File: src/hdl/tsfc_pkg.sv
// Shared types, constants and register codes for the touch sample filter.
package tsfc_pkg;

  // Filter, scaling, screen and pressure constants
  localparam int FILTER_WEIGHT   = 3;
  localparam int X_SCALE_DIV     = 100;
  localparam int Y_SCALE_DIV     = 100;
  localparam int SCREEN_WIDTH    = 320;
  localparam int SCREEN_HEIGHT   = 240;
  localparam int PRESS_THRESHOLD = 3000;

  // Default depth of the queue between front and back
  localparam int QUEUE_DEPTH = 2;

  // Configuration port widths
  localparam int CFG_INDEX_W = 3;
  localparam int CFG_DATA_W  = 32;

  // Reciprocal for the raw-word scaling: exact floor division for 15-bit words
  localparam int SCALE_N       = 15;
  localparam int SCALE_RECIP_W = SCALE_N + 1;
  localparam int X_SHIFT       = SCALE_N + $clog2(X_SCALE_DIV);
  localparam int Y_SHIFT       = SCALE_N + $clog2(Y_SCALE_DIV);
  localparam logic [SCALE_RECIP_W-1:0] X_RECIP =
    SCALE_RECIP_W'(((longint'(1) << X_SHIFT) + X_SCALE_DIV - 1) / X_SCALE_DIV);
  localparam logic [SCALE_RECIP_W-1:0] Y_RECIP =
    SCALE_RECIP_W'(((longint'(1) << Y_SHIFT) + Y_SCALE_DIV - 1) / Y_SCALE_DIV);

  // Reciprocal for the running-average division by FILTER_WEIGHT + 1
  localparam int FOLD_N       = 24;
  localparam int FOLD_DIV     = FILTER_WEIGHT + 1;
  localparam int FOLD_SHIFT   = FOLD_N + $clog2(FOLD_DIV);
  localparam int FOLD_RECIP_W = FOLD_N + 1;
  localparam logic [FOLD_RECIP_W-1:0] FOLD_RECIP =
    FOLD_RECIP_W'(((longint'(1) << FOLD_SHIFT) + FOLD_DIV - 1) / FOLD_DIV);

  // Affine divider widths: numerator magnitude and divisor magnitude
  localparam int AFF_NUM_W = 48;
  localparam int AFF_DEN_W = 32;

  // Configuration register indexes
  typedef enum logic [CFG_INDEX_W-1:0] {
    CFG_ROTATION   = 3'd0,
    CFG_GAIN_XX    = 3'd1,
    CFG_GAIN_XY    = 3'd2,
    CFG_OFFSET_X   = 3'd3,
    CFG_GAIN_YX    = 3'd4,
    CFG_GAIN_YY    = 3'd5,
    CFG_OFFSET_Y   = 3'd6,
    CFG_DIVISOR    = 3'd7
  } cfg_reg_e;

  // Screen rotation modes
  typedef enum logic [1:0] {
    ROT_PORTRAIT      = 2'd0,
    ROT_LANDSCAPE     = 2'd1,
    ROT_PORTRAIT_REV  = 2'd2,
    ROT_LANDSCAPE_REV = 2'd3
  } rot_mode_e;

  // Front sequencer states
  typedef enum logic [1:0] {
    FE_IDLE  = 2'd0,
    FE_SCALE = 2'd1,
    FE_SUM   = 2'd2,
    FE_FOLD  = 2'd3
  } fe_state_e;

  // Back sequencer states
  typedef enum logic [2:0] {
    BK_IDLE   = 3'd0,
    BK_MUL_X  = 3'd1,
    BK_MUL_Y  = 3'd2,
    BK_SUM    = 3'd3,
    BK_START  = 3'd4,
    BK_DIVIDE = 3'd5,
    BK_FINISH = 3'd6
  } bk_state_e;

  // Input item
  typedef struct packed {
    logic [14:0] x_word;
    logic [14:0] y_word;
    logic [7:0]  z1_level;
    logic [7:0]  z2_level;
    logic        first_pair;
    logic        last_pair;
  } tsfc_in_t;

  // Result item
  typedef struct packed {
    logic signed [15:0] x_screen;
    logic signed [15:0] y_screen;
    logic signed [15:0] x_oriented;
    logic signed [15:0] y_oriented;
    logic               touched;
    logic               cal_invalid;
  } tsfc_out_t;

  // Snapshot handed from front to back at the end of a burst
  typedef struct packed {
    logic [15:0] x_avg;
    logic [15:0] y_avg;
    logic [7:0]  z1_level;
    logic [7:0]  z2_level;
  } tsfc_entry_t;

  // Configuration write
  typedef struct packed {
    logic                  valid;
    cfg_reg_e              index;
    logic [CFG_DATA_W-1:0] data;
  } tsfc_cfg_wr_t;

endpackage

File: src/hdl/tsfc_queue.sv
// Small queue of burst snapshots between the front and the back.
module tsfc_queue
  import tsfc_pkg::*;
#(
  parameter int DEPTH = QUEUE_DEPTH
) (
  input  logic        clk_i,
  input  logic        rst_ni,
  input  logic        push_i,
  input  tsfc_entry_t entry_i,
  input  logic        pop_i,
  output tsfc_entry_t entry_o,
  output logic        full_o,
  output logic        empty_o
);

  localparam int PTR_W = (DEPTH > 1) ? $clog2(DEPTH) : 1;
  localparam int CNT_W = $clog2(DEPTH + 1);

  tsfc_entry_t      entries_q [DEPTH];
  logic [PTR_W-1:0] wr_ptr_q;
  logic [PTR_W-1:0] rd_ptr_q;
  logic [CNT_W-1:0] cnt_q;

  function automatic logic [PTR_W-1:0] next_ptr(input logic [PTR_W-1:0] ptr);
    next_ptr = (ptr == PTR_W'(DEPTH - 1)) ? '0 : ptr + PTR_W'(1);
  endfunction

  // Advance pointers and fill count
  always_ff @(posedge clk_i or negedge rst_ni) begin
    if (!rst_ni) begin
      wr_ptr_q <= '0;
      rd_ptr_q <= '0;
      cnt_q    <= '0;
    end else begin
      if (push_i) begin
        wr_ptr_q <= next_ptr(wr_ptr_q);
      end
      if (pop_i) begin
        rd_ptr_q <= next_ptr(rd_ptr_q);
      end
      if (push_i && !pop_i) begin
        cnt_q <= cnt_q + CNT_W'(1);
      end else if (pop_i && !push_i) begin
        cnt_q <= cnt_q - CNT_W'(1);
      end
    end
  end

  // Store the pushed item
  always_ff @(posedge clk_i) begin
    if (push_i) begin
      entries_q[wr_ptr_q] <= entry_i;
    end
  end

  assign entry_o = entries_q[rd_ptr_q];
  assign full_o  = (cnt_q == CNT_W'(DEPTH));
  assign empty_o = (cnt_q == '0);

  a_no_overflow: assert property (@(posedge clk_i) disable iff (!rst_ni)
    push_i |-> !full_o)
    else $error("queue pushed while full");

  a_no_underflow: assert property (@(posedge clk_i) disable iff (!rst_ni)
    pop_i |-> !empty_o)
    else $error("queue popped while empty");

endmodule

File: config.mk
export PLATFORM = sky130hd
export DESIGN_NAME = tsfc_queue
export DESIGN_NICKNAME = d
export VERILOG_FILES = /design/src/hdl/tsfc_pkg.sv /design/src/hdl/tsfc_queue.sv
export SDC_FILE = /design/constraint.sdc
export NUM_CORES = 1
export LEC_CHECK = 0
export BUFFER_PORTS_ARGS = -buffer_cell sky130_fd_sc_hd__buf_4
export CAP_MARGIN = 10
export CORE_UTILIZATION = 45
export DETAILED_ROUTE_END_ITERATION = 12
export GPL_TIMING_DRIVEN = 0
export PLACE_DENSITY = 0.7
export SLEW_MARGIN = 5
export SYNTH_ARGS = -nofsm -noshare
export SYNTH_HDL_FRONTEND = slang
export SYNTH_SLANG_ARGS = --single-unit
File: constraint.sdc
create_clock -name clk_i -period 4.9 [get_ports clk_i]
set_input_delay 0.245 -clock clk_i [delete_from_list [all_inputs] [get_ports clk_i]]
set_output_delay 0.245 -clock clk_i [all_outputs]
set_load 0.02 [all_outputs]
==> metrics.csv <==
metric,value,unit
Post-Synthesis Cell Area,3700,um^2
Worst-path clk slew,0.09,ns
largest net degree at the start of global routing,27,
crit share post-route,0.378,
Clock Latency Late Sink,0.35,ns
Clock Sinks,100,
Leak Pwr,1.86,nW
crit-path cells,"buf_6, buf_8, mux2_4, buf_4",
Diodes inserted,0,
critical path class,register to primary output,
final global-route overflow total,0,
Min-Delay Path Class,input pin to register,
via count,1864,
# setup viols final,0,
routability cong.,0.668,
post-DP HPWL,4170,um
WP data required,4.66,ns
Slew Limit Fails,0,
Yosys reg bits,100,
1st-iter DRT viols,44,
Ys Warns,0,
CTS tree,yes,
initial antenna violation count,0,
total track usage,0.150,
CP Data Arrival Time,1.61,ns
max cap viols,0,
ranking of synthesized cells by area,"edfxtp_1 (78%), mux2_2 (12%), mux2_4 (4.1%)",
Post-route DRC,0,
prevailing post-synth register cell,edfxtp_1,
number of placed I/O pins,102,
CP Max Fanout,10,
Worst path slowest cell,dfrtp_1,
power per cell area,564,nW/um^2
first-pass GRT wire length,9380,um
vias per inst,4.82,
Cells after DPL,370,
Core Area,7850,um^2
Sum Neg Setup Slack,0,ns
Peak Freq,540,MHz
dpl ws,3.27,ns
fin nets,333,
Synth Instances,165,
"Hold Vio Cnt, Final",0,
most frequent cells after synthesis,"edfxtp_1 (96), mux2_2 (38), mux2_4 (10), dfrtp_1 (4), xor2_1 (4)",
syn nets,218,
post-CTS repair timing setup buffer count,0,
min Tclk post-route,1.85,ns
Crit. End Element,primary output,
htree depth,3,
number of synthesized flops with an enable pin,96,
status,"complete, no violations",
RSZ-0062 raised after global routing,false,
initial core utilization,0.471,
Avg WL per Cell,15.7,um
Final Skew,0.0106,ns
Slew headroom,0.520,
CP max stage delay,0.43,ns
post-synth top area cell,edfxtp_1,
Finished Layout Cells,387,
Die Wd,92.6,um
clk buf depth,2,
vias in the first global route,1947,
final worst slack,3.05,ns
WL final,6090,um
TritonCTS buffer count,9,
Post-CTS Resized,0,
VDD IR max,301,uV
Yosys cell types,14,
P&R area growth vs syn,30.7,%
share of the synthesized area in the top cell type,0.780,
asr flop ratio synth,0.0400,
die height,92.6,um
actual slew at the worst max-slew pin,0.719,ns
Die Area,8580,um^2
Fin Hold WS,0.0709,ns
Port-buffer cells,101,
"Seq/Total Area, Yosys",0.807,
Final ANT Viol Nets,0,
Avg Inst Size Synth,22.4,um^2
1st-pass router iterations,4,
root buf cell,clkbuf_8,
crit start category,register,
layout cells sized above 1,0.607,
row count,32,
most frequent cell after synthesis,edfxtp_1,
-- state kept, by name (all words and copies together) (netlist names) --
register / count
entries_q: 96
cnt_q: 2
rd_ptr_q: 1
wr_ptr_q: 1
-- layout make-up --
type / count / area, um^2
fillers: 628 / 3020
flip-flops and latches: 100 / 2980
repair buffers: 104 / 808
multi-input cells: 59 / 669
well taps: 102 / 128
clock buffers: 9 / 124
clock inverters: 7 / 67.6
plain buffers: 5 / 48.8
inverters: 1 / 3.75
-- metal layers --
| metal | GRT usage | share of wire | up-vias |
|---|---|---|---|
| li1 | - | - | 873 |
| met1 | 0.168 | 0.40 | 909 |
| met2 | 0.247 | 0.50 | 78 |
| met3 | 0.0722 | 0.095 | 4 |
| met4 | 0.0577 | 0.0079 | 0 |
| met5 | 0 | 0 | - |
-- layout by cell type, fill, tap and decap left out, types with 2 or more instances in the layout --
cell type	n
buf_12	2
mux2_4	10
clkbuf_8	9
mux2_2	38
clkinv_2	2
buf_4	104
dfrtp_1	4
xor2_1	4
nor2_1	2
edfxtp_1	96
clkinvlp_4	2
-- repair_timing --
item | in CTS | in global routing
setup endpoints to repair | 0 | 0
hold buffers | 1 | 0
endpoints found under the hold margin | 4 | 0
-- cells by family after synthesis --
kind of cell | after synthesis | synth area share
xor+xnor | 5 | 0.0118
flops | 100 | 0.807
buf+inv | 6 | 0.0142
fa+ha+maj | 1 | 0.00338
mux | 48 | 0.156
simple gates | 5 | 0.00711
-- through the flow --
stage | power, mW | util | instance area (um^2)
finish | 2.72 | 0.616 | 4830
global route | 2.86 | 0.616 | 4830
CTS | 2.76 | 0.616 | 4830
detailed placement | 2.27 | 0.590 | 4630
global placement | 2.25 | 0.584 | 4580
floorplan | 1.86 | - | 3700
-- path summary, 6_finish.rpt --
kind                          start               end  slack (ns)  depth (start not counted)
setup / recovery           rd_ptr_q       entry_o[16]        3.05                          4
hold / removal                pop_i          rd_ptr_q        0.07                          2
setup reg to reg           wr_ptr_q  entries_q[0][15]        3.29                          2
hold reg to reg            cnt_q[1]          cnt_q[1]        0.49                          1
max in group asynchronous    rst_ni          cnt_q[0]        4.56                          2
min in group asynchronous    rst_ni          cnt_q[1]        0.22                          2
-- report_power, final --
group	internal (mW)	leakage, nW	switching [mW]
Sequential	1.13	0.948	0.0494
Combinational	0.506	0.817	0.538
Clock	0.233	0.0926	0.263
Total	1.87	1.86	0.851
-- worst max-delay path, delay by kind of cell, from the launching register on --
family   cells  cell delay (ns)
flops        1             0.43
buf+inv      3             0.52
mux          1             0.30
Power figures use the tool's default switching activity.
