`src/hdl/tsfc_pkg.sv`:
```
// Shared types, constants and register codes for the touch sample filter.
package tsfc_pkg;

  // Filter, scaling, screen and pressure constants
  localparam int FILTER_WEIGHT   = 3;
  localparam int X_SCALE_DIV     = 100;
  localparam int Y_SCALE_DIV     = 100;
  localparam int SCREEN_WIDTH    = 320;
  localparam int SCREEN_HEIGHT   = 240;
  localparam int PRESS_THRESHOLD = 3000;

  // Default depth of the queue between front and back
  localparam int QUEUE_DEPTH = 2;

  // Configuration port widths
  localparam int CFG_INDEX_W = 3;
  localparam int CFG_DATA_W  = 32;

  // Reciprocal for the raw-word scaling: exact floor division for 15-bit words
  localparam int SCALE_N       = 15;
  localparam int SCALE_RECIP_W = SCALE_N + 1;
  localparam int X_SHIFT       = SCALE_N + $clog2(X_SCALE_DIV);
  localparam int Y_SHIFT       = SCALE_N + $clog2(Y_SCALE_DIV);
  localparam logic [SCALE_RECIP_W-1:0] X_RECIP =
    SCALE_RECIP_W'(((longint'(1) << X_SHIFT) + X_SCALE_DIV - 1) / X_SCALE_DIV);
  localparam logic [SCALE_RECIP_W-1:0] Y_RECIP =
    SCALE_RECIP_W'(((longint'(1) << Y_SHIFT) + Y_SCALE_DIV - 1) / Y_SCALE_DIV);

  // Reciprocal for the running-average division by FILTER_WEIGHT + 1
  localparam int FOLD_N       = 24;
  localparam int FOLD_DIV     = FILTER_WEIGHT + 1;
  localparam int FOLD_SHIFT   = FOLD_N + $clog2(FOLD_DIV);
  localparam int FOLD_RECIP_W = FOLD_N + 1;
  localparam logic [FOLD_RECIP_W-1:0] FOLD_RECIP =
    FOLD_RECIP_W'(((longint'(1) << FOLD_SHIFT) + FOLD_DIV - 1) / FOLD_DIV);

  // Affine divider widths: numerator magnitude and divisor magnitude
  localparam int AFF_NUM_W = 48;
  localparam int AFF_DEN_W = 32;

  // Configuration register indexes
  typedef enum logic [CFG_INDEX_W-1:0] {
    CFG_ROTATION   = 3'd0,
    CFG_GAIN_XX    = 3'd1,
    CFG_GAIN_XY    = 3'd2,
    CFG_OFFSET_X   = 3'd3,
    CFG_GAIN_YX    = 3'd4,
    CFG_GAIN_YY    = 3'd5,
    CFG_OFFSET_Y   = 3'd6,
    CFG_DIVISOR    = 3'd7
  } cfg_reg_e;

  // Screen rotation modes
  typedef enum logic [1:0] {
    ROT_PORTRAIT      = 2'd0,
    ROT_LANDSCAPE     = 2'd1,
    ROT_PORTRAIT_REV  = 2'd2,
    ROT_LANDSCAPE_REV = 2'd3
  } rot_mode_e;

  // Front sequencer states
  typedef enum logic [1:0] {
    FE_IDLE  = 2'd0,
    FE_SCALE = 2'd1,
    FE_SUM   = 2'd2,
    FE_FOLD  = 2'd3
  } fe_state_e;

  // Back sequencer states
  typedef enum logic [2:0] {
    BK_IDLE   = 3'd0,
    BK_MUL_X  = 3'd1,
    BK_MUL_Y  = 3'd2,
    BK_SUM    = 3'd3,
    BK_START  = 3'd4,
    BK_DIVIDE = 3'd5,
    BK_FINISH = 3'd6
  } bk_state_e;

  // Input item
  typedef struct packed {
    logic [14:0] x_word;
    logic [14:0] y_word;
    logic [7:0]  z1_level;
    logic [7:0]  z2_level;
    logic        first_pair;
    logic        last_pair;
  } tsfc_in_t;

  // Result item
  typedef struct packed {
    logic signed [15:0] x_screen;
    logic signed [15:0] y_screen;
    logic signed [15:0] x_oriented;
    logic signed [15:0] y_oriented;
    logic               touched;
    logic               cal_invalid;
  } tsfc_out_t;

  // Snapshot handed from front to back at the end of a burst
  typedef struct packed {
    logic [15:0] x_avg;
    logic [15:0] y_avg;
    logic [7:0]  z1_level;
    logic [7:0]  z2_level;
  } tsfc_entry_t;

  // Configuration write
  typedef struct packed {
    logic                  valid;
    cfg_reg_e              index;
    logic [CFG_DATA_W-1:0] data;
  } tsfc_cfg_wr_t;

endpackage

```
`src/hdl/tsfc_front.sv`:
```
// Front end: accepts items, scales the raw words and updates the running averages.
module tsfc_front
  import tsfc_pkg::*;
(
  input  logic        clk_i,
  input  logic        rst_ni,
  input  logic        push_i,
  output logic        full_o,
  input  tsfc_in_t    in_item_i,
  input  logic        q_full_i,
  output logic        q_push_o,
  output tsfc_entry_t q_entry_o
);

  localparam int SCALE_PROD_W = SCALE_N + SCALE_RECIP_W;
  localparam int FOLD_PROD_W  = FOLD_N + FOLD_RECIP_W;

  fe_state_e state_q, state_d;
  logic      load;
  logic      avg_upd;

  tsfc_in_t            item_q;
  logic [14:0]         xs_q, ys_q;
  logic [FOLD_N-1:0]   sum_x_q, sum_y_q;
  logic [15:0]         x_avg_q, y_avg_q;

  logic [SCALE_PROD_W-1:0] xs_prod, ys_prod;
  logic [15:0]             x_base, y_base;
  logic [FOLD_PROD_W-1:0]  x_fold_prod, y_fold_prod;
  logic [15:0]             x_avg_d, y_avg_d;

  // Sequence one item: accept, scale, weighted sum, divide
  always_comb begin
    state_d  = state_q;
    full_o   = 1'b1;
    load     = 1'b0;
    avg_upd  = 1'b0;
    q_push_o = 1'b0;
    case (state_q)
      FE_IDLE: begin
        full_o = 1'b0;
        if (push_i) begin
          load    = 1'b1;
          state_d = FE_SCALE;
        end
      end
      FE_SCALE: begin
        state_d = FE_SUM;
      end
      FE_SUM: begin
        state_d = FE_FOLD;
      end
      FE_FOLD: begin
        // hold a burst end until the queue has room
        if (!item_q.last_pair || !q_full_i) begin
          avg_upd  = 1'b1;
          q_push_o = item_q.last_pair;
          state_d  = FE_IDLE;
        end
      end
      default: begin
        state_d = FE_IDLE;
      end
    endcase
  end

  always_ff @(posedge clk_i or negedge rst_ni) begin
    if (!rst_ni) begin
      state_q <= FE_IDLE;
    end else begin
      state_q <= state_d;
    end
  end

  // Scale by reciprocal multiply, pick the previous average (zero on a first item) and divide the weighted sum
  always_comb begin
    xs_prod     = SCALE_PROD_W'(item_q.x_word) * SCALE_PROD_W'(X_RECIP);
    ys_prod     = SCALE_PROD_W'(item_q.y_word) * SCALE_PROD_W'(Y_RECIP);
    x_base      = item_q.first_pair ? '0 : x_avg_q;
    y_base      = item_q.first_pair ? '0 : y_avg_q;
    x_fold_prod = FOLD_PROD_W'(sum_x_q) * FOLD_PROD_W'(FOLD_RECIP);
    y_fold_prod = FOLD_PROD_W'(sum_y_q) * FOLD_PROD_W'(FOLD_RECIP);
    x_avg_d     = 16'(x_fold_prod >> FOLD_SHIFT);
    y_avg_d     = 16'(y_fold_prod >> FOLD_SHIFT);
  end

  // Datapath registers
  always_ff @(posedge clk_i) begin
    if (load) begin
      item_q <= in_item_i;
    end
    if (state_q == FE_SCALE) begin
      xs_q <= 15'(xs_prod >> X_SHIFT);
      ys_q <= 15'(ys_prod >> Y_SHIFT);
    end
    if (state_q == FE_SUM) begin
      sum_x_q <= FOLD_N'(x_base) * FOLD_N'(FILTER_WEIGHT) + FOLD_N'(xs_q);
      sum_y_q <= FOLD_N'(y_base) * FOLD_N'(FILTER_WEIGHT) + FOLD_N'(ys_q);
    end
  end

  // Running averages
  always_ff @(posedge clk_i or negedge rst_ni) begin
    if (!rst_ni) begin
      x_avg_q <= '0;
      y_avg_q <= '0;
    end else if (avg_upd) begin
      x_avg_q <= x_avg_d;
      y_avg_q <= y_avg_d;
    end
  end

  // Snapshot for the back end carries the freshly folded averages
  always_comb begin
    q_entry_o.x_avg    = x_avg_d;
    q_entry_o.y_avg    = y_avg_d;
    q_entry_o.z1_level = item_q.z1_level;
    q_entry_o.z2_level = item_q.z2_level;
  end

endmodule

```
`config.mk`:
```
export PLATFORM = sky130hd
export DESIGN_NAME = tsfc_front
export DESIGN_NICKNAME = d
export VERILOG_FILES = /design/src/hdl/tsfc_pkg.sv /design/src/hdl/tsfc_front.sv
export SDC_FILE = /design/constraint.sdc
export NUM_CORES = 1
export LEC_CHECK = 0
export BUFFER_PORTS_ARGS = -buffer_cell sky130_fd_sc_hd__buf_2
export CORE_MARGIN = 2
export CORE_UTILIZATION = 40
export CTS_CLUSTER_SIZE = 28
export DETAILED_ROUTE_END_ITERATION = 8
export PLACE_DENSITY = 0.56
export SYNTH_ARGS = -nofsm -noshare
export SYNTH_HDL_FRONTEND = slang
export SYNTH_SLANG_ARGS = --single-unit
export TNS_END_PERCENT = 20
```
`constraint.sdc`:
```
create_clock -name clk_i -period 4.58 [get_ports clk_i]
set_input_delay 0.229 -clock clk_i [delete_from_list [all_inputs] [get_ports clk_i]]
set_output_delay 0.229 -clock clk_i [all_outputs]
set_load 0.01 [all_outputs]
```
==> results of run 1 <==
how the worst min path moves through the flow:
stage	cells past startpoint	endpoint	startpoint
2_1_floorplan	0	state_q[0]	rst_ni
3_3_place_gp	1	y_avg_q[8]	rst_ni
3_5_place_dp	1	y_avg_q[9]	rst_ni
4_1_cts	3	state_q[0]	push_i
5_1_grt	3	state_q[0]	push_i
6_report	3	state_q[0]	push_i
cell usage after synthesis (8+ instances only):
| library cell | instances | area (um2) |
|---|---|---|
| inv_1 | 253 | 950 |
| ha_1 | 249 | 3120 |
| fa_1 | 156 | 3120 |
| edfxtp_1 | 98 | 2940 |
| a21oi_1 | 51 | 255 |
| nor2b_1 | 37 | 231 |
| dfrtp_1 | 34 | 851 |
| mux2_2 | 33 | 372 |
| xnor2_1 | 33 | 289 |
| nor2_1 | 29 | 109 |
| nand2_1 | 26 | 97.6 |
| a21o_1 | 21 | 158 |
| nand3_1 | 20 | 100 |
| o21ai_0 | 19 | 95.1 |
| buf_4 | 16 | 120 |
| nor3_1 | 13 | 65.1 |
| nand4_1 | 12 | 75.1 |
| clkbuf_1 | 9 | 33.8 |
| o21bai_1 | 8 | 60.1 |
| xor2_1 | 8 | 70.1 |
logic make-up (layout without fill, tap and decap cells):
| kind of cell | after synthesis | after routing | share of synthesized area (%) |
|---|---|---|---|
| AO/OA/AOI/OAI | 150 | 150 | 7.34 |
| XOR/XNOR | 41 | 41 | 2.61 |
| adder cells (fa/ha/maj) | 405 | 405 | 45.4 |
| buffers and inverters | 280 | 582 | 8.15 |
| flip-flops | 132 | 132 | 27.6 |
| multiplexers | 33 | 33 | 2.70 |
| AND/OR/NAND/NOR | 161 | 161 | 6.22 |
repair_timing:
action                     in CTS  in global routing
setup buffers                  18                  0
resized for setup              43                 13
hold endpoints to repair       82                  0
gates cloned                    0                  0
pin swaps                      30                  4
setup endpoints to repair      18                 18
hold buffers                   49                  0
stage by stage:
stage               cell area (um2)  setup slack (ns)  hold slack [ns]
detailed placement            15700            -0.363            0.406
CTS                           17200            -0.281            0.183
global route                  17300            -0.522            0.223
finish                        17300            -0.307            0.201
floorplan                     13800            -0.213          -0.0666
global placement              15700            -0.461            0.405
cells in the final DEF, fill, tap and decap left out, types with 7 or more instances in the layout:
cell,netlist,final
edfxtp_1,98,98
nand4_1,12,12
dfrtp_1,34,34
ha_1,249,232
nor2_1,29,28
clkbuf_16,0,17
xor2_1,8,8
o21bai_1,8,7
a21oi_1,51,47
nor2b_1,37,37
dlygate4sd3_1,0,49
nor3_1,13,12
o21ai_0,19,16
buf_6,1,11
buf_2,1,101
buf_4,16,136
nand2_1,26,25
fa_1,156,155
mux2_2,33,33
o21a_1,7,7
a21o_1,21,21
inv_1,253,248
ha_4,0,17
nand3_1,20,19
xnor2_1,33,32
registers in the layout, summed over array words and instances, names as in the netlist:
signal	count
x_avg_q	16
q_entry_o	16
sum_y_q	16
sum_x_q	16
y_avg_q	16
state_q	2
xs_q	9
ys_q	9
item_q	32
layout make-up:
cell class                 count  area, um2
tap                          448        561
multi-input combinational    790       9200
inverter                     253        950
clock buffer                  18        429
fill                        3002      16400
clock inverter                14        200
timing repair buffer         297       2140
sequential                   132       3790
worst register-to-register path: cells and delay by family, from the launching register on:
| family | cells | cell delay (ns) |
|---|---|---|
| simple gates | 3 | 0.35 |
| compound gates | 4 | 0.93 |
| fa+ha+maj | 6 | 2.49 |
| flops | 1 | 0.51 |
| buf+inv | 5 | 0.36 |
per-layer routing:
| metal | vias up | part of all wire [%] | track usage (%) |
|---|---|---|---|
| met5 | - | 0 | 0 |
| met4 | 0 | 0.83 | 3.55 |
| met3 | 21 | 3.9 | 3.17 |
| met2 | 152 | 46 | 29.0 |
| met1 | 4447 | 49 | 24.0 |
| li1 | 4604 | - | - |
==> flow_metrics.tcl, run 1 <==
set metrics [dict create \
    synth_edf_count 98 \
    track_usage_pct 17.5 \
    crit_end "xs_q[8]" \
    initial_core_util_pct 40.8 \
    finalWirelength_um 29200 \
    async_flop_share_pct 25.8 \
    nNetsFinal 1948 \
    grt_max_degree 45 \
    yosysWarnings 0 \
    dp.cells 1855 \
    tritoncts "done" \
    critPathMaxFanout 5 \
    io_buffers 101 \
    cts-root-buf "clkbuf_16" \
    rows 67 \
    ys_ff_latch 132 \
    hold_path_class "primary input to register" \
    via_per_inst 4.73 \
    grt_pass1_wl_um 49700 \
    rsz0062_at_grt "true" \
    syn_to_final_growth_pct 25.6 \
    drv_cap 0 \
    max_freq_mhz 205 \
    min_period_ns 4.89 \
    synthFlopType "edfxtp_1" \
    cts_buffers 17 \
    worst_pin_slew_ns 0.880 \
    worstPathArrival_ns 5.06 \
    cp-end-kind "register" \
    fin_skew_ns 0.0104 \
    ant_nets 0 \
    fin_ws_ns -0.307 \
    seq_area_frac_synth_pct 27.6 \
    fin_util_pct 51.2 \
    num_vias 9224 \
    path_cells "buf_6, fa_1, ha_1, inv_2, fa_1, inv_1, fa_1, inv_1, fa_1, inv_2, ha_4, and4_1, nand4_1, nor3_2, a211oi_2, a21oi_2, o21a_1, o311a_1" \
    violations "setup timing" \
    synth_nets 1659 \
    synthCells 1202 \
    pin_count 102 \
    r2r_end "xs_q[8]" \
    fin_cells 1952 \
    finalCritPeriodShare_pct 107 \
    crit_top_cell "fa_1" \
    wl_per_cell_um 15.0 \
    first_pass_iters 4 \
    clockBufferDepth 2 \
    ys_types 64 \
    cts_htree_levels 4 \
    relSlewSlack_pct 41.3 \
    reg2reg_depth 18 \
    drcViolationCount 0 \
    place_congestion 0.855 \
    synth_area_um2 13700 \
    dieArea_um2 35900 \
    start_kind "register" \
    cts_sinks 132 \
    grt_pass1_vias 10100 \
    slowest_stage "fa_1" \
    cp.depth 18 \
    drt-initial-drc-count 359 \
    setup_tns_ns -2.69 \
    drive_gt1_share_pct 24.8 \
    path_class "register to register" \
    die_h_um 189 \
    crit_buf_inv 5 \
    fp.coreArea_um2 33700 \
    rrSetupSlack_ns -0.31 \
    path_clk_slew_ns 0.07 \
    grt_antenna_before_repair 0 \
    diodes 0 \
    slew_violations 0 \
    slowest_delay_ns 0.52 \
    setup_viol 16 \
    overflow 0 \
    finalHoldViolations 0 \
    critPathRequiredTime_ns 4.76 \
    clock_latency_ns 0.44 \
    startpoint "item_q[43]" \
    syn-mean-instance-area_um2 11.4 \
    dp_hpwl_um 23500 \
    crit_family "adder cells" \
    die_w_um 189 \
    r2r_start "item_q[43]" \
    outcome "finished, violations left" \
]
Power of run 1 is left out: the tool's default activity adds up to more than one toggle a clock period on the data nets, which glitch-free logic cannot reach.
==> inputs of run 2 (changes only) <==
Settings changed: SKIP_CTS_REPAIR_TIMING from default to 1.
==> flow_metrics.tcl, run 2 (same netlist as run 1, synthesis figures left out) <==
set metrics [dict create \
    rsz0062_at_grt "true" \
    track_usage_pct 16.8 \
    final_common_cell "inv_1" \
    finalWirelength_um 29300 \
    cp-end-kind "register" \
    path_clk_slew_ns 0.06 \
    grt_antenna_before_repair 0 \
    min_period_ns 4.91 \
    regArea_um2 3790 \
    io_buffers 101 \
    drt-initial-drc-count 352 \
    rows 67 \
    start_kind "register" \
    fillers 3002 \
    syn_to_final_growth_pct 25.9 \
    die_h_um 189 \
    initial_core_util_pct 40.8 \
    fin_ws_ns -0.325 \
    worst_pin_slew_ns 0.886 \
    path_cells "buf_6, fa_1, ha_1, inv_1, fa_1, inv_1, fa_1, inv_1, fa_1, inv_1, ha_4, buf_4, nand2_1, o21a_1, o2bb2ai_2, a211oi_2, a21oi_2, o21a_1, o311a_1" \
    drv_cap 0 \
    dp_hpwl_um 23500 \
    relSlewSlack_pct 40.9 \
    tritoncts "done" \
    drcViolationCount 0 \
    cts_buffers 17 \
    reg2reg_depth 19 \
    crit_buf_inv 6 \
    cp.depth 19 \
    hold_path_class "primary input to register" \
    finalHoldViolations 0 \
    diodes 0 \
    path_class "register to register" \
    grt_max_degree 45 \
    first_pass_iters 4 \
    grt_pass1_vias 9675 \
    place_congestion 0.855 \
    post-place-ws_ns -0.363 \
    clockBufferDepth 2 \
    cts_sinks 132 \
    fin_area_um2 17300 \
    setup_viol 14 \
    drive_gt1_share_pct 25.5 \
    min_path_cells 3 \
    slowest_stage "fa_1" \
    placedInstanceArea_um2 15700 \
    outcome "finished, violations left" \
    die_w_um 189 \
    overflow 0 \
    slew_violations 0 \
    dieArea_um2 35900 \
    fin_skew_ns 0.00993 \
    fp.coreArea_um2 33700 \
    finalCritPeriodShare_pct 107 \
    worstPathArrival_ns 5.08 \
    clock_latency_ns 0.43 \
    critPathMaxFanout 4 \
    largest_register_ffs 32 \
    via_per_inst 4.69 \
    critPathRequiredTime_ns 4.76 \
    crit_family "adder cells" \
    grt_pass1_wl_um 47700 \
    final_cell_mix "inv_1, ha_1, fa_1" \
    ant_nets 0 \
    multiInputGateArea_um2 9200 \
    cts_htree_levels 4 \
    cts-root-buf "clkbuf_16" \
    pin_count 102 \
    top_register "item_q" \
    wl_per_cell_um 15.0 \
    nNetsFinal 1955 \
    max_freq_mhz 204 \
    fin_util_pct 51.4 \
    num_vias 9189 \
    slowest_delay_ns 0.53 \
    violations "setup timing" \
]
-- run 2: through the flow --
stage	std cells	hold WS, ns	TNS, ns
after floorplan	1202	-0.0666	-0.718
after global placement	1855	0.405	-3.69
after detailed placement	1855	0.406	-3.90
after CTS	1887	-0.0722	-4.07
after global routing	1959	0.221	-6.26
final	1959	0.201	-2.69
-- run 2: layer usage --
metal	up-vias	share of wire, %	GRT usage, %
li1	4618	-	-
met1	4403	49	23.6
met2	149	47	27.1
met3	19	3.7	3.15
met4	0	0.74	3.37
met5	-	0	0
-- run 2: cell type report --
type	count	area share, %
clock inverter	14	1.16
clock buffer	18	2.48
multi-input combinational	790	53.1
sequential	132	21.9
timing repair buffer	304	12.6
tap	448	3.24
inverter	253	5.49
-- run 2: path summary, 6_finish.rpt --
| kind | start | endpoint | slack (ns) |
|---|---|---|---|
| max | item_q[45] | xs_q[8] | -0.33 |
| min | push_i | state_q[0] | 0.20 |
| max reg2reg | item_q[45] | xs_q[8] | -0.33 |
| min reg2reg | y_avg_q[1] | y_avg_q[1] | 0.50 |
| max in group asynchronous | rst_ni | y_avg_q[4] | 3.57 |
| min in group asynchronous | rst_ni | y_avg_q[7] | 0.46 |
-- run 2: tightest hold or removal path: cells and delay by family --
family / cells / cell delay, ns
AO/OA/AOI/OAI: 2 / 0.29
buffers and inverters: 1 / 0.08
Power of run 2 is left out for the same reason.
==> inputs of run 3 (changes only) <==
Settings changed: CTS_BUF_LIST from default to sky130_fd_sc_hd__clkbuf_8 sky130_fd_sc_hd__clkbuf_16.
==> flow_metrics.tcl, run 3 (same netlist as run 1, synthesis figures left out) <==
set metrics [dict create \
    max_freq_mhz 204 \
    nNetsFinal 1955 \
    first_pass_iters 4 \
    fp.coreArea_um2 33700 \
    initial_core_util_pct 40.8 \
    setup_viol 14 \
    worstPathArrival_ns 5.08 \
    wl_per_cell_um 15.0 \
    rows 67 \
    fin_ws_ns -0.325 \
    drive_gt1_share_pct 25.5 \
    slew_violations 0 \
    grt_pass1_vias 9675 \
    num_vias 9199 \
    final_cell_mix "inv_1, ha_1, fa_1" \
    cts_buffers 17 \
    final_common_cell "inv_1" \
    min_period_ns 4.90 \
    outcome "finished, violations left" \
    overflow 0 \
    placedInstanceArea_um2 15700 \
    die_w_um 189 \
    fin_area_um2 17300 \
    start_kind "register" \
    dieArea_um2 35900 \
    tritoncts "done" \
    hold_slack_ns 0.201 \
    grt_max_degree 45 \
    drt-initial-drc-count 351 \
    clockBufferDepth 2 \
    pin_count 102 \
    finalHoldViolations 0 \
    cp-end-kind "register" \
    track_usage_pct 16.8 \
    fin_cells 1959 \
    r2r_start "item_q[45]" \
    path_class "register to register" \
    cts_htree_levels 4 \
    cts_sinks 132 \
    grt_antenna_before_repair 0 \
    worst_pin_slew_ns 0.885 \
    finalCritPeriodShare_pct 107 \
    path_clk_slew_ns 0.06 \
    violations "setup timing" \
    io_buffers 101 \
    startpoint "item_q[45]" \
    syn_to_final_growth_pct 25.9 \
    die_h_um 189 \
    dp.cells 1855 \
    rsz0062_at_grt "true" \
    drv_cap 0 \
    place_congestion 0.855 \
    clock_latency_ns 0.43 \
    hold_path_class "primary input to register" \
    drcViolationCount 0 \
    finalWirelength_um 29300 \
    grt_pass1_wl_um 47700 \
    fin_skew_ns 0.00996 \
    critPathMaxFanout 4 \
    ant_nets 0 \
    min_from "push_i" \
    diodes 0 \
    critPathRequiredTime_ns 4.76 \
    largest_register_ffs 32 \
    via_per_inst 4.70 \
    dp_hpwl_um 23500 \
    top_register "item_q" \
    relSlewSlack_pct 41.0 \
    cts-root-buf "clkbuf_16" \
]
-- run 3: worst paths after layout --
check	cells past startpoint	slack, ns	to
setup / recovery	19	-0.32	xs_q[8]
hold / removal	3	0.20	state_q[0]
setup reg to reg	19	-0.32	xs_q[8]
hold reg to reg	1	0.50	y_avg_q[1]
max in group asynchronous	2	3.57	y_avg_q[4]
min in group asynchronous	2	0.45	y_avg_q[7]
-- run 3: through the flow --
| step | utilization [%] | TNS [ns] | setup WS [ns] |
|---|---|---|---|
| 5_1_grt | 51.4 | -6.26 | -0.593 |
| 6_report | 51.4 | -2.69 | -0.325 |
| 4_1_cts | 48.5 | -4.07 | -0.394 |
| 2_1_floorplan | - | -0.718 | -0.213 |
| 3_5_place_dp | 46.7 | -3.90 | -0.363 |
| 3_3_place_gp | 46.7 | -3.69 | -0.461 |
-- run 3: worst max-delay path: stages, from the launching register on --
cell	delay (ns)
edfxtp_1	0.44
buf_6	0.16
fa_1	0.48
ha_1	0.29
inv_1	0.05
fa_1	0.53
inv_1	0.05
fa_1	0.48
inv_1	0.05
fa_1	0.47
inv_1	0.06
ha_4	0.22
buf_4	0.13
nand2_1	0.05
o21a_1	0.13
o2bb2ai_2	0.06
a211oi_2	0.32
a21oi_2	0.11
o21a_1	0.21
o311a_1	0.35
-- run 3: layout make-up --
cell class | instances | area (um2)
clock buffers | 17 | 425
clock inverters | 15 | 204
fillers | 3002 | 16400
inverters | 253 | 950
multi-input cells | 790 | 9200
flip-flops and latches | 132 | 3790
well taps | 448 | 561
repair buffers | 304 | 2180
-- run 3: routing by layer --
layer / GRT usage [%] / vias to the layer above / part of all wire, %
met3: 3.15 / 19 / 3.7
met2: 27.1 / 148 / 47
met1: 23.6 / 4414 / 49
met4: 3.37 / 0 / 0.74
li1: - / 4618 / -
met5: 0 / - / 0
Power of run 3 is left out for the same reason.
